<file path="src/rau_pkg.sv">
`timescale 1ns / 1ps
// ----------------------------------------------------------------------------
// rau_pkg: shared types and constants for the rational arithmetic unit
// Operation and status codes, widths, sequencer states, divider response.
// ----------------------------------------------------------------------------
package rau_pkg;

    localparam int RAU_WIDTH = 32;  // signed width the reduced result must fit
    localparam int FW        = 32;  // input field width
    localparam int MW        = 64;  // intermediate magnitude width
    localparam int CW        = 7;   // divider step counter width

    localparam logic [1:0] OP_ADD = 2'd0;
    localparam logic [1:0] OP_SUB = 2'd1;
    localparam logic [1:0] OP_MUL = 2'd2;
    localparam logic [1:0] OP_DIV = 2'd3;

    localparam logic [1:0] ST_OK       = 2'd0;
    localparam logic [1:0] ST_ZERO_DEN = 2'd1;
    localparam logic [1:0] ST_OVERFLOW = 2'd2;

    typedef enum logic [4:0] {
        S_IDLE,
        S_GCD,
        S_GCD_WT,
        S_QA,
        S_QA_WT,
        S_QB,
        S_QB_WT,
        S_MUL0,
        S_MUL1,
        S_MUL2,
        S_MUL3,
        S_COMB,
        S_RN,
        S_RN_WT,
        S_RD,
        S_RD_WT,
        S_CHECK,
        S_OUT
    } state_t;

    typedef struct packed {
        logic          done;
        logic [MW-1:0] quo;
        logic [MW-1:0] rem;
    } div_rsp_t;

endpackage

</file>
<file path="src/rau_div.sv">
`timescale 1ns / 1ps
// ----------------------------------------------------------------------------
// rau_div: unsigned restoring divider
// One quotient bit per cycle; done pulses when quotient and remainder hold.
// ----------------------------------------------------------------------------
module rau_div (
    input  logic                     clk,
    input  logic                     rst_n,
    input  logic                     start,
    input  logic [rau_pkg::MW-1:0]   dividend,
    input  logic [rau_pkg::MW-1:0]   divisor,
    output rau_pkg::div_rsp_t        rsp
);

    logic [rau_pkg::MW-1:0] rem_reg, rem_next;
    logic [rau_pkg::MW-1:0] quo_reg, quo_next;
    logic [rau_pkg::MW-1:0] dvs_reg, dvs_next;
    logic [rau_pkg::CW-1:0] cnt_reg, cnt_next;
    logic                   busy_reg, busy_next;
    logic                   done_reg, done_next;
    logic [rau_pkg::MW:0]   trial;
    logic [rau_pkg::MW:0]   diff;

    always_comb
    begin
        trial     = {rem_reg, quo_reg[rau_pkg::MW-1]};
        diff      = trial - {1'b0, dvs_reg};
        rem_next  = rem_reg;
        quo_next  = quo_reg;
        dvs_next  = dvs_reg;
        cnt_next  = cnt_reg;
        busy_next = busy_reg;
        done_next = 1'b0;
        if (start)
        begin
            rem_next  = '0;
            quo_next  = dividend;
            dvs_next  = divisor;
            cnt_next  = '0;
            busy_next = 1'b1;
        end
        else if (busy_reg)
        begin
            if (!diff[rau_pkg::MW])
            begin
                rem_next = diff[rau_pkg::MW-1:0];
                quo_next = {quo_reg[rau_pkg::MW-2:0], 1'b1};
            end
            else
            begin
                rem_next = trial[rau_pkg::MW-1:0];
                quo_next = {quo_reg[rau_pkg::MW-2:0], 1'b0};
            end
            cnt_next = cnt_reg + 1'b1;
            if (cnt_reg == rau_pkg::CW'(rau_pkg::MW - 1))
            begin
                busy_next = 1'b0;
                done_next = 1'b1;
            end
        end
    end

    always_ff @(posedge clk or negedge rst_n)
    begin
        if (!rst_n)
        begin
            busy_reg <= 1'b0;
            done_reg <= 1'b0;
            cnt_reg  <= '0;
        end
        else
        begin
            busy_reg <= busy_next;
            done_reg <= done_next;
            cnt_reg  <= cnt_next;
        end
    end

    always_ff @(posedge clk)
    begin
        rem_reg <= rem_next;
        quo_reg <= quo_next;
        dvs_reg <= dvs_next;
    end

    assign rsp.done = done_reg;
    assign rsp.quo  = quo_reg;
    assign rsp.rem  = rem_reg;

endmodule

</file>
<file path="src/rational_arith_unit.sv">
`timescale 1ns / 1ps
// ----------------------------------------------------------------------------
// rational_arith_unit: exact add/sub/mul/div of two signed fractions
// Results are reduced by Euclid gcd, sign on the numerator.
// ----------------------------------------------------------------------------
// Usage:
//   Input stream (s_*): one transfer carries op and two fractions
//   num_a/den_a, num_b/den_b. Output stream (m_*): one transfer per input
//   with the reduced num_out/den_out and a status code (ok, zero
//   denominator, overflow; on error both result fields are zero).
//   One item is in flight at a time: s_tready is high only while idle.
//   Flow: every division runs on one shared 64-bit restoring divider.
//   Add/sub: gcd of the denominators (k1 divider calls), two divides
//   by it, multiply states MUL0 to MUL3, then gcd of the result (k2
//   calls) and two divides. Mul/div skip the first gcd and its two
//   divides. A zero numerator skips the final reduction; a zero
//   denominator result is valid in the cycle after the input transfer.
//   Reset: sequencer returns to idle, output valid drops.
//   Stall: the result stays on m_tdata until m_tready is seen; no new
//   input is taken meanwhile.
// ----------------------------------------------------------------------------
module rational_arith_unit (
    input  logic         clk,
    input  logic         rst_n,
    input  logic         s_tvalid,
    output logic         s_tready,
    // [1:0] op, [33:2] num_a, [65:34] den_a, [97:66] num_b, [129:98] den_b
    input  logic [135:0] s_tdata,
    output logic         m_tvalid,
    input  logic         m_tready,
    // [31:0] num_out, [62:32] den_out, [64:63] status
    output logic [71:0]  m_tdata
);

    localparam int FW = rau_pkg::FW;
    localparam int MW = rau_pkg::MW;

    rau_pkg::state_t state_reg, state_next;

    logic [1:0]    op_reg, op_next;
    logic [FW-1:0] na_reg, na_next, da_reg, da_next;
    logic [FW-1:0] nb_reg, nb_next, db_reg, db_next;
    logic [FW-1:0] qa_reg, qa_next, qb_reg, qb_next;
    logic          sa_reg, sa_next, sb_reg, sb_next, sr_reg, sr_next;
    logic          pass2_reg, pass2_next;
    logic [MW-1:0] ga_reg, ga_next, gb_reg, gb_next;
    logic [MW-1:0] ta_reg, ta_next, tb_reg, tb_next;
    logic [MW-1:0] n_reg, n_next, d_reg, d_next;
    logic [MW-1:0] prod_reg;
    logic [31:0]   onum_reg, onum_next;
    logic [30:0]   oden_reg, oden_next;
    logic [1:0]    ost_reg, ost_next;

    logic [FW-1:0] mul_a, mul_b;
    logic          div_start;
    logic [MW-1:0] div_dvd, div_dvs;
    rau_pkg::div_rsp_t div_rsp;

    // field decode
    logic [1:0]    in_op;
    logic [FW-1:0] in_na, in_da, in_nb, in_db;
    logic [FW-1:0] mag_na, mag_da, mag_nb, mag_db;
    logic [MW-1:0] lim;

    assign in_op  = s_tdata[1:0];
    assign in_na  = s_tdata[33:2];
    assign in_da  = s_tdata[65:34];
    assign in_nb  = s_tdata[97:66];
    assign in_db  = s_tdata[129:98];
    assign mag_na = in_na[FW-1] ? (~in_na + 1'b1) : in_na;
    assign mag_da = in_da[FW-1] ? (~in_da + 1'b1) : in_da;
    assign mag_nb = in_nb[FW-1] ? (~in_nb + 1'b1) : in_nb;
    assign mag_db = in_db[FW-1] ? (~in_db + 1'b1) : in_db;
    assign lim    = MW'(1) << (rau_pkg::RAU_WIDTH - 1);

    rau_div u_div (
        .clk      (clk),
        .rst_n    (rst_n),
        .start    (div_start),
        .dividend (div_dvd),
        .divisor  (div_dvs),
        .rsp      (div_rsp)
    );

    // next state
    always_comb
    begin
        state_next = state_reg;
        case (state_reg)
            rau_pkg::S_IDLE:
            begin
                if (s_tvalid)
                begin
                    if (mag_da == '0 || mag_db == '0 ||
                        (in_op == rau_pkg::OP_DIV && mag_nb == '0))
                        state_next = rau_pkg::S_OUT;
                    else if (in_op == rau_pkg::OP_ADD || in_op == rau_pkg::OP_SUB)
                        state_next = rau_pkg::S_GCD;
                    else
                        state_next = rau_pkg::S_MUL0;
                end
            end
            rau_pkg::S_GCD:
            begin
                if (gb_reg != '0)
                    state_next = rau_pkg::S_GCD_WT;
                else if (pass2_reg)
                    state_next = rau_pkg::S_RN;
                else
                    state_next = rau_pkg::S_QA;
            end
            rau_pkg::S_GCD_WT: if (div_rsp.done) state_next = rau_pkg::S_GCD;
            rau_pkg::S_QA:     state_next = rau_pkg::S_QA_WT;
            rau_pkg::S_QA_WT:  if (div_rsp.done) state_next = rau_pkg::S_QB;
            rau_pkg::S_QB:     state_next = rau_pkg::S_QB_WT;
            rau_pkg::S_QB_WT:  if (div_rsp.done) state_next = rau_pkg::S_MUL0;
            rau_pkg::S_MUL0:   state_next = rau_pkg::S_MUL1;
            rau_pkg::S_MUL1:   state_next = rau_pkg::S_MUL2;
            rau_pkg::S_MUL2:   state_next = rau_pkg::S_MUL3;
            rau_pkg::S_MUL3:   state_next = rau_pkg::S_COMB;
            rau_pkg::S_COMB:
            begin
                if (n_next == '0)
                    state_next = rau_pkg::S_CHECK;
                else
                    state_next = rau_pkg::S_GCD;
            end
            rau_pkg::S_RN:     state_next = rau_pkg::S_RN_WT;
            rau_pkg::S_RN_WT:  if (div_rsp.done) state_next = rau_pkg::S_RD;
            rau_pkg::S_RD:     state_next = rau_pkg::S_RD_WT;
            rau_pkg::S_RD_WT:  if (div_rsp.done) state_next = rau_pkg::S_CHECK;
            rau_pkg::S_CHECK:  state_next = rau_pkg::S_OUT;
            rau_pkg::S_OUT:    if (m_tready) state_next = rau_pkg::S_IDLE;
            default:           state_next = rau_pkg::S_IDLE;
        endcase
    end

    // datapath and outputs
    always_comb
    begin
        op_next    = op_reg;
        na_next    = na_reg;
        da_next    = da_reg;
        nb_next    = nb_reg;
        db_next    = db_reg;
        qa_next    = qa_reg;
        qb_next    = qb_reg;
        sa_next    = sa_reg;
        sb_next    = sb_reg;
        sr_next    = sr_reg;
        pass2_next = pass2_reg;
        ga_next    = ga_reg;
        gb_next    = gb_reg;
        ta_next    = ta_reg;
        tb_next    = tb_reg;
        n_next     = n_reg;
        d_next     = d_reg;
        onum_next  = onum_reg;
        oden_next  = oden_reg;
        ost_next   = ost_reg;
        mul_a      = na_reg;
        mul_b      = qb_reg;
        div_start  = 1'b0;
        div_dvd    = ga_reg;
        div_dvs    = gb_reg;
        s_tready   = 1'b0;
        m_tvalid   = 1'b0;

        case (state_reg)
            rau_pkg::S_IDLE:
            begin
                s_tready   = 1'b1;
                op_next    = in_op;
                na_next    = mag_na;
                da_next    = mag_da;
                nb_next    = mag_nb;
                db_next    = mag_db;
                sa_next    = in_na[FW-1] ^ in_da[FW-1];
                sb_next    = in_nb[FW-1] ^ in_db[FW-1] ^ (in_op == rau_pkg::OP_SUB);
                ga_next    = MW'(mag_da);
                gb_next    = MW'(mag_db);
                pass2_next = 1'b0;
                onum_next  = '0;
                oden_next  = '0;
                ost_next   = rau_pkg::ST_ZERO_DEN;
            end
            rau_pkg::S_GCD:
            begin
                div_start = (gb_reg != '0);
            end
            rau_pkg::S_GCD_WT:
            begin
                if (div_rsp.done)
                begin
                    ga_next = gb_reg;
                    gb_next = div_rsp.rem;
                end
            end
            rau_pkg::S_QA:
            begin
                div_start = 1'b1;
                div_dvd   = MW'(da_reg);
                div_dvs   = ga_reg;
            end
            rau_pkg::S_QA_WT:
            begin
                if (div_rsp.done)
                    qa_next = div_rsp.quo[FW-1:0];
            end
            rau_pkg::S_QB:
            begin
                div_start = 1'b1;
                div_dvd   = MW'(db_reg);
                div_dvs   = ga_reg;
            end
            rau_pkg::S_QB_WT:
            begin
                if (div_rsp.done)
                    qb_next = div_rsp.quo[FW-1:0];
            end
            rau_pkg::S_MUL0:
            begin
                mul_a = na_reg;
                case (op_reg)
                    rau_pkg::OP_MUL: mul_b = nb_reg;
                    rau_pkg::OP_DIV: mul_b = db_reg;
                    default:         mul_b = qb_reg;
                endcase
            end
            rau_pkg::S_MUL1:
            begin
                ta_next = prod_reg;
                case (op_reg)
                    rau_pkg::OP_MUL:
                    begin
                        mul_a = da_reg;
                        mul_b = db_reg;
                    end
                    rau_pkg::OP_DIV:
                    begin
                        mul_a = da_reg;
                        mul_b = nb_reg;
                    end
                    default:
                    begin
                        mul_a = nb_reg;
                        mul_b = qa_reg;
                    end
                endcase
            end
            rau_pkg::S_MUL2:
            begin
                tb_next = prod_reg;
                mul_a   = qa_reg;
                mul_b   = db_reg;
            end
            rau_pkg::S_MUL3:
            begin
                d_next = prod_reg;
            end
            rau_pkg::S_COMB:
            begin
                if (op_reg == rau_pkg::OP_MUL || op_reg == rau_pkg::OP_DIV)
                begin
                    n_next  = ta_reg;
                    d_next  = tb_reg;
                    sr_next = sa_reg ^ sb_reg;
                end
                else if (sa_reg == sb_reg)
                begin
                    n_next  = ta_reg + tb_reg;
                    sr_next = sa_reg;
                end
                else if (ta_reg >= tb_reg)
                begin
                    n_next  = ta_reg - tb_reg;
                    sr_next = sa_reg;
                end
                else
                begin
                    n_next  = tb_reg - ta_reg;
                    sr_next = sb_reg;
                end
                if (n_next == '0)
                begin
                    d_next  = MW'(1);
                    sr_next = 1'b0;
                end
                ga_next    = n_next;
                gb_next    = d_next;
                pass2_next = 1'b1;
            end
            rau_pkg::S_RN:
            begin
                div_start = 1'b1;
                div_dvd   = n_reg;
                div_dvs   = ga_reg;
            end
            rau_pkg::S_RN_WT:
            begin
                if (div_rsp.done)
                    n_next = div_rsp.quo;
            end
            rau_pkg::S_RD:
            begin
                div_start = 1'b1;
                div_dvd   = d_reg;
                div_dvs   = ga_reg;
            end
            rau_pkg::S_RD_WT:
            begin
                if (div_rsp.done)
                    d_next = div_rsp.quo;
            end
            rau_pkg::S_CHECK:
            begin
                if (d_reg > lim - 1'b1 || (sr_reg ? n_reg > lim : n_reg > lim - 1'b1))
                begin
                    onum_next = '0;
                    oden_next = '0;
                    ost_next  = rau_pkg::ST_OVERFLOW;
                end
                else
                begin
                    onum_next = sr_reg ? (~n_reg[31:0] + 1'b1) : n_reg[31:0];
                    oden_next = d_reg[30:0];
                    ost_next  = rau_pkg::ST_OK;
                end
            end
            rau_pkg::S_OUT:
            begin
                m_tvalid = 1'b1;
            end
            default:
            begin
                s_tready = 1'b0;
            end
        endcase
    end

    assign m_tdata = {7'd0, ost_reg, oden_reg, onum_reg};

    always_ff @(posedge clk or negedge rst_n)
    begin
        if (!rst_n)
        begin
            state_reg <= rau_pkg::S_IDLE;
            pass2_reg <= 1'b0;
        end
        else
        begin
            state_reg <= state_next;
            pass2_reg <= pass2_next;
        end
    end

    always_ff @(posedge clk)
    begin
        op_reg   <= op_next;
        na_reg   <= na_next;
        da_reg   <= da_next;
        nb_reg   <= nb_next;
        db_reg   <= db_next;
        qa_reg   <= qa_next;
        qb_reg   <= qb_next;
        sa_reg   <= sa_next;
        sb_reg   <= sb_next;
        sr_reg   <= sr_next;
        ga_reg   <= ga_next;
        gb_reg   <= gb_next;
        ta_reg   <= ta_next;
        tb_reg   <= tb_next;
        n_reg    <= n_next;
        d_reg    <= d_next;
        prod_reg <= MW'(mul_a) * MW'(mul_b);
        onum_reg <= onum_next;
        oden_reg <= oden_next;
        ost_reg  <= ost_next;
    end

endmodule

</file>
<file path="config.mk">
export PLATFORM = sky130hd
export DESIGN_NAME = rational_arith_unit
export DESIGN_NICKNAME = d
export VERILOG_FILES = /design/src/rau_pkg.sv /design/src/rau_div.sv /design/src/rational_arith_unit.sv
export SDC_FILE = /design/constraint.sdc
export NUM_CORES = 2
export LEC_CHECK = 0
export BUFFER_PORTS_ARGS = -buffer_cell sky130_fd_sc_hd__clkbuf_2
export CAP_MARGIN = 20
export CELL_PAD_IN_SITES_DETAIL_PLACEMENT = 1
export CELL_PAD_IN_SITES_GLOBAL_PLACEMENT = 2
export CORE_MARGIN = 2
export CORE_UTILIZATION = 38
export CTS_CLUSTER_SIZE = 12
export DETAILED_ROUTE_END_ITERATION = 7
export GPL_ROUTABILITY_DRIVEN = 1
export PLACE_DENSITY_LB_ADDON = 0.1
export SLEW_MARGIN = 20
export SYNTH_ARGS = -nofsm -noshare
export SYNTH_HDL_FRONTEND = slang
export SYNTH_HIERARCHICAL = 1
export SYNTH_SLANG_ARGS = --single-unit
</file>
<file path="constraint.sdc">
create_clock -name clk -period 10.7 [get_ports clk]
set_input_delay 0.535 -clock clk [delete_from_list [all_inputs] [get_ports clk]]
set_output_delay 0.535 -clock clk [all_outputs]
set_load 0.02 [all_outputs]
</file>
======== Word-level counts from Yosys, hierarchy flattened ========
Index checks and enable logic that the tools add are counted.
word-level totals
  bits in registers ....................... 917
  output and inout bits ................... 74
cells by class
  add/sub/neg operators ................... 10
  multipliers ............................. 1
  magnitude comparators ................... 4
  equal/unequal tests ..................... 30
  muxes and demuxes ....................... 65
  bitwise operators ....................... 9
  reductions and logical operators ........ 26
operators by type and width
  operator                                                                count
  64-bit 2-to-1 mux                                                       14
  64-bit one-hot mux with 3 select lines                                  3
  32-bit one-hot mux with 2 select lines                                  4
  64-bit one-hot mux with 4 select lines                                  1
  32-bit 2-to-1 mux                                                       6
  32-bit by 1-bit adder with 32-bit output, second input constant         5
  32-bit NOT                                                              5
  64-bit by 31-bit > comparator with 1-bit output, second input constant  2
  64-bit zero test                                                        2
  64-bit one-hot mux with 2 select lines                                  1
  64-bit subtractor                                                       2
  32-bit zero test                                                        3
  32-bit one-hot mux with 3 select lines                                  1
  5-bit one-hot mux with 18 select lines                                  1
  65-bit by 64-bit subtractor with 65-bit output                          1
  64-bit adder                                                            1
  64-bit greater-or-equal comparator                                      1
  64-bit by 32-bit > comparator with 1-bit output, second input constant  1
  32-bit by 32-bit multiplier with 64-bit output                          1
  64-bit nonzero test                                                     1
  31-bit 2-to-1 mux                                                       2
  31-bit one-hot mux with 2 select lines                                  1
  5-bit 2-to-1 mux                                                        9
  5-bit by 4-bit == test with 1-bit output, second input constant         8
  other kinds (29)                                                        69

======== Longest topological paths before layout ========
  depth after elaboration ................. 9
  gate-level depth with buffers ........... 44
  gate-level depth less buffers ........... 38

======== Hierarchy ========
The synthesis kept the hierarchy.
modules (own cells, without submodules)
  module               instances  cells each  area each (sq um)  sequential area each (sq um)
  rational_arith_unit  1          8,594       78,992.0           20,189.4
  rau_div              1          1,240       12,161.7           5,350.1

======== Worst setup path after synthesis ========
OpenSTA, ideal clock, no wires.
  path kind ............................... register to register
  from .................................... register state_reg[4]
  to ...................................... register prod_reg[60]
  data arrival time ....................... 11,582 ps
  required time ........................... 10,628 ps
  setup slack ............................. -954 ps
  cell stages (with the launch flop) ...... 40
  buffers on the path ..................... 5
  cells stage by stage .................... dfrtp_1 -> clkbuf_1 -> nor2b_1 -> nor2b_1 -> nand2_1 -> inv_1 -> buf_1 -> clkbuf_1 -> nand2_1 -> o221ai_1 -> clkbuf_1 -> nor2_1 -> fa_1 -> inv_1 -> fa_1 -> fa_1 -> fa_1 -> inv_1 -> [... 4 more ...] -> fa_1 -> inv_1 -> ha_1 -> clkbuf_1 -> a211oi_1 -> nand2_1 -> a221oi_1 -> o31ai_1 -> o31ai_1 -> a311oi_1 -> o21ai_0 -> nand2b_1 -> a21o_1 -> a21bo_2 -> o41a_1 -> a41o_1 -> a21oi_1 -> xnor2_1
between the ends
  cells in the longest elaborated chain, start to end .. 3
  elaborated cells between the ends (all ways) .. 6
  classes of those cells .................. mul: 1; eq/ne: 3; mux: 2
ends and longest elaborated chain
  what                                                                                                  line                        text
  from (decl)                                                                                           rational_arith_unit.sv:38   rau_pkg::state_t state_reg, state_next;
  from (signal assigned)                                                                                rational_arith_unit.sv:347  state_reg <= rau_pkg::S_IDLE;
  from (signal assigned)                                                                                rational_arith_unit.sv:352  state_reg <= state_next;
  5-bit by 4-bit == test with 1-bit output or 5-bit by 3-bit == test with 1-bit output (tied branches)  rational_arith_unit.sv:169  case (state_reg)
  32-bit one-hot mux with 3 select lines or 32-bit one-hot mux with 2 select lines (tied branches)      rational_arith_unit.sv:169
  32-bit by 32-bit multiplier with 64-bit output (*)                                                    rational_arith_unit.sv:375  prod_reg <= MW'(mul_a) * MW'(mul_b);
  to (signal assigned)                                                                                  rational_arith_unit.sv:375
  to (decl)                                                                                             rational_arith_unit.sv:49   logic [MW-1:0] prod_reg;
Mark *: on every way between the ends. The rest lies on a longest branch, timed or not.
A chain may end at the register's enable or synchronous reset.

======== Worst setup path in the final report ========
  from .................................... register state_reg[4]
  to ...................................... register prod_reg[56]
Same word-level chain as after synthesis.

==> impl_metrics.yaml <==
run_status:
  outcome: "finished clean"
logic_synthesis:
  yosys_most_used_dff: "edfxtp_1"
  ys_ff_latch: 917
  ys_warn_count: 6
  synthCells: 9834
  synth_cell_types: 112
  synth_edf_count: 710
  netlist_area_sq_um: 91200
  synth_top_area_share_pct: 23.4
  syn_avg_cell_area_sq_um: 9.27
  yosysTopAreaCell: "edfxtp_1"
  async_flop_share_pct: 1.64
  synthTopCellsByArea: "edfxtp_1 23%, fa_1 20%, ha_1 7.2%, inv_1 5.3%, nor2_1 4.4%"
  ys_seq_area_share_pct: 28.0
sta:
  slew_headroom_pct: 13.2
  period_needed_ns: 10.37
  setup-violations-final: 0
  slew_violations: 0
  post-route-period-util_pct: 97.0
  max_freq_mhz: 96.4
  fin_skew_ns: 0.132
  rsz0062_at_grt: "false"
  fin_setup_tns_ns: 0
  report.final.hold_viol_count: 0
  worstMarginPinSlew_ns: 1.29
cts:
  clockBufferDepth: 3
  root_buffer: "clkbuf_16"
  clock-sinks: 917
  cts_buffers: 107
  insertion_delay_ns: 0.83
  cts_tree: "done"
  clkTransAtPathRegs_ns: 0.06
  htreeDepth: 3
critical_path:
  crit_type: "flop to flop"
  worst_path_max_delay_cell: "fa_1"
  start_kind: "flop"
  path_max_fanout: 13
  reg2reg_slack_ns: 0.33
  cp_common_cell: "fa_1"
  cp-end-kind: "flop"
  arrival_ns: 11.05
  crit_required_ns: 11.37
  cp_slowest_stage_delay_ns: 0.56
grt:
  antenna_found_initial: 61
  overflow: 0
  grt_max_degree: 132
  grt_pass1_wl_mm: 640
  first_global_vias: 82867
  use_met2_pct: 57.3
  grtUsageMet1_pct: 47.1
  busiest_layer: "met2"
  track_usage_pct: 37.0
  gr-usage-met3_pct: 6.00
place:
  place_congestion: 1.00
  hpwl_mm: 374
  port_buffers: 200
routing:
  drc: 0
  viasPerCell: 6.10
  first_pass_iters: 8
  dr_total_vias: 81095
  drt_wl_total_mm: 460
  drt_iter0_drc: 8092
  ant_nets: 0
  drt-wirelength-per-cell_um: 34.6
layout:
  fill_cells: 27071
  most-common-layout-cells: "1,272 x inv_1, 1,066 x nor2_1, 959 x nand2_1"
  mostFrequentLayoutCell: "inv_1"
  num-nets-final: 11577
  syn_to_final_growth_pct: 12.9
  drive_gt1_share_pct: 12.0
floorplan:
  rows: 179
  fp.dieArea_sq_um: 244000
  initial_core_util_pct: 38.3
  core_sq_um: 238000
  ios: 214
  fp.dieH_um: 494
  chipWidth_um: 494
flow_run:
  drv_cap: 0
min_path:
  min_path_type: "input pin to flop"
worst paths after layout:
check / start / to / cells after the start
setup / recovery: state_reg[4] / prod_reg[56] / 35
hold / removal: s_tdata[31] / na_reg[29] / 2
setup reg to reg: state_reg[4] / prod_reg[56] / 35
hold reg to reg: u_div/rem_reg[27] / u_div/rem_reg[28] / 2
max in group asynchronous: rst_n / u_div/busy_reg / 2
min in group asynchronous: rst_n / pass2_reg / 2
Yosys cell counts (all sizes together), types with 49 or more instances:
library cell  instances
or4                  49
nor2b                67
fa                  900
a311oi               51
o221ai               51
nand4                95
a211oi               56
o211ai               54
a22oi               191
edfxtp              710
mux2                137
nor4                 92
nor3                 92
ha                  523
a21o                127
nand2               966
nand3               111
xor2                 94
o21bai               64
a221oi               54
nand2b              137
mux2i               182
dfxtp               192
buf                 141
and2                 67
o21ai               430
a221o                92
xnor2               223
clkbuf              434
nor2               1077
a21oi               493
inv                1278
o31ai                78
a31oi                54
what timing repair did:
| item | 4_1_cts | 5_1_grt |
|---|---|---|
| hold endpoints to repair | 17 | 0 |
| gates cloned | 0 | 4 |
| pin swaps | 1 | 8 |
| setup buffers | 3 | 22 |
| setup endpoints to repair | 5 | 15 |
| hold buffers | 3 | 0 |
| gates resized for setup | 1 | 53 |
metal layers:
metal	vias to the layer above	part of all wire, %	routed length (um)
met1	42288	40	183000
met3	987	7.4	34000
met4	20	8.4	38800
met5	-	0.030	138
li1	34138	-	-
met2	3662	45	205000
cell families (layout without fill, tap and decap cells):
kind of cell               count (synthesis)  in the layout  synth area share (%)
AOI/OAI and AO/OA                       2114           2114                  16.2
buffers and inverters                   1855           2124                  7.94
and+or+nand+nor                         2888           2888                  14.1
xor gates and xnor gates                 317            317                  3.05
DFF                                      917            917                  28.0
other                                      1             34               0.00411
muxes                                    319            319                  3.69
adders and majority gates               1423           1423                  26.9
per-stage QoR:
stage	utilization, %	std cells	hold slack [ns]	setup slack (ns)	area, sq um
2_1_floorplan	-	9840	0.239	0.0719	91200
3_3_place_gp	41.3	13040	0.461	0.0763	98400
3_5_place_dp	41.3	13041	0.468	0.00834	98400
4_1_cts	42.9	13251	0.0176	0.00288	102000
5_1_grt	43.2	13294	0.0510	0.00289	103000
6_report	43.2	13303	0.0520	0.325	103000
worst max-delay path, delay by kind of cell, from the launching register on:
family,cells,cell delay [ns]
AO/OA/AOI/OAI,9,2.14
XOR/XNOR,1,0.14
AND/OR/NAND/NOR,8,1.49
flip-flops,1,0.46
adder cells (fa/ha/maj),9,4.63
buffers and inverters,8,1.30
final cells by class:
type,instances,area (sq um),area share [%]
Multi-Input combinational cell,7068,59300,57.6
Sequential cell,917,25500,24.8
Timing Repair Buffer,640,5450,5.30
Inverter,1280,4830,4.70
Tap cell,3167,3960,3.85
Clock buffer,154,3100,3.01
Clock inverter,50,632,0.614
Antenna cell,27,67.6,0.0657
Power is not shown: default switching activity piles up to over one toggle a cycle in this logic, so the estimate is an artifact.
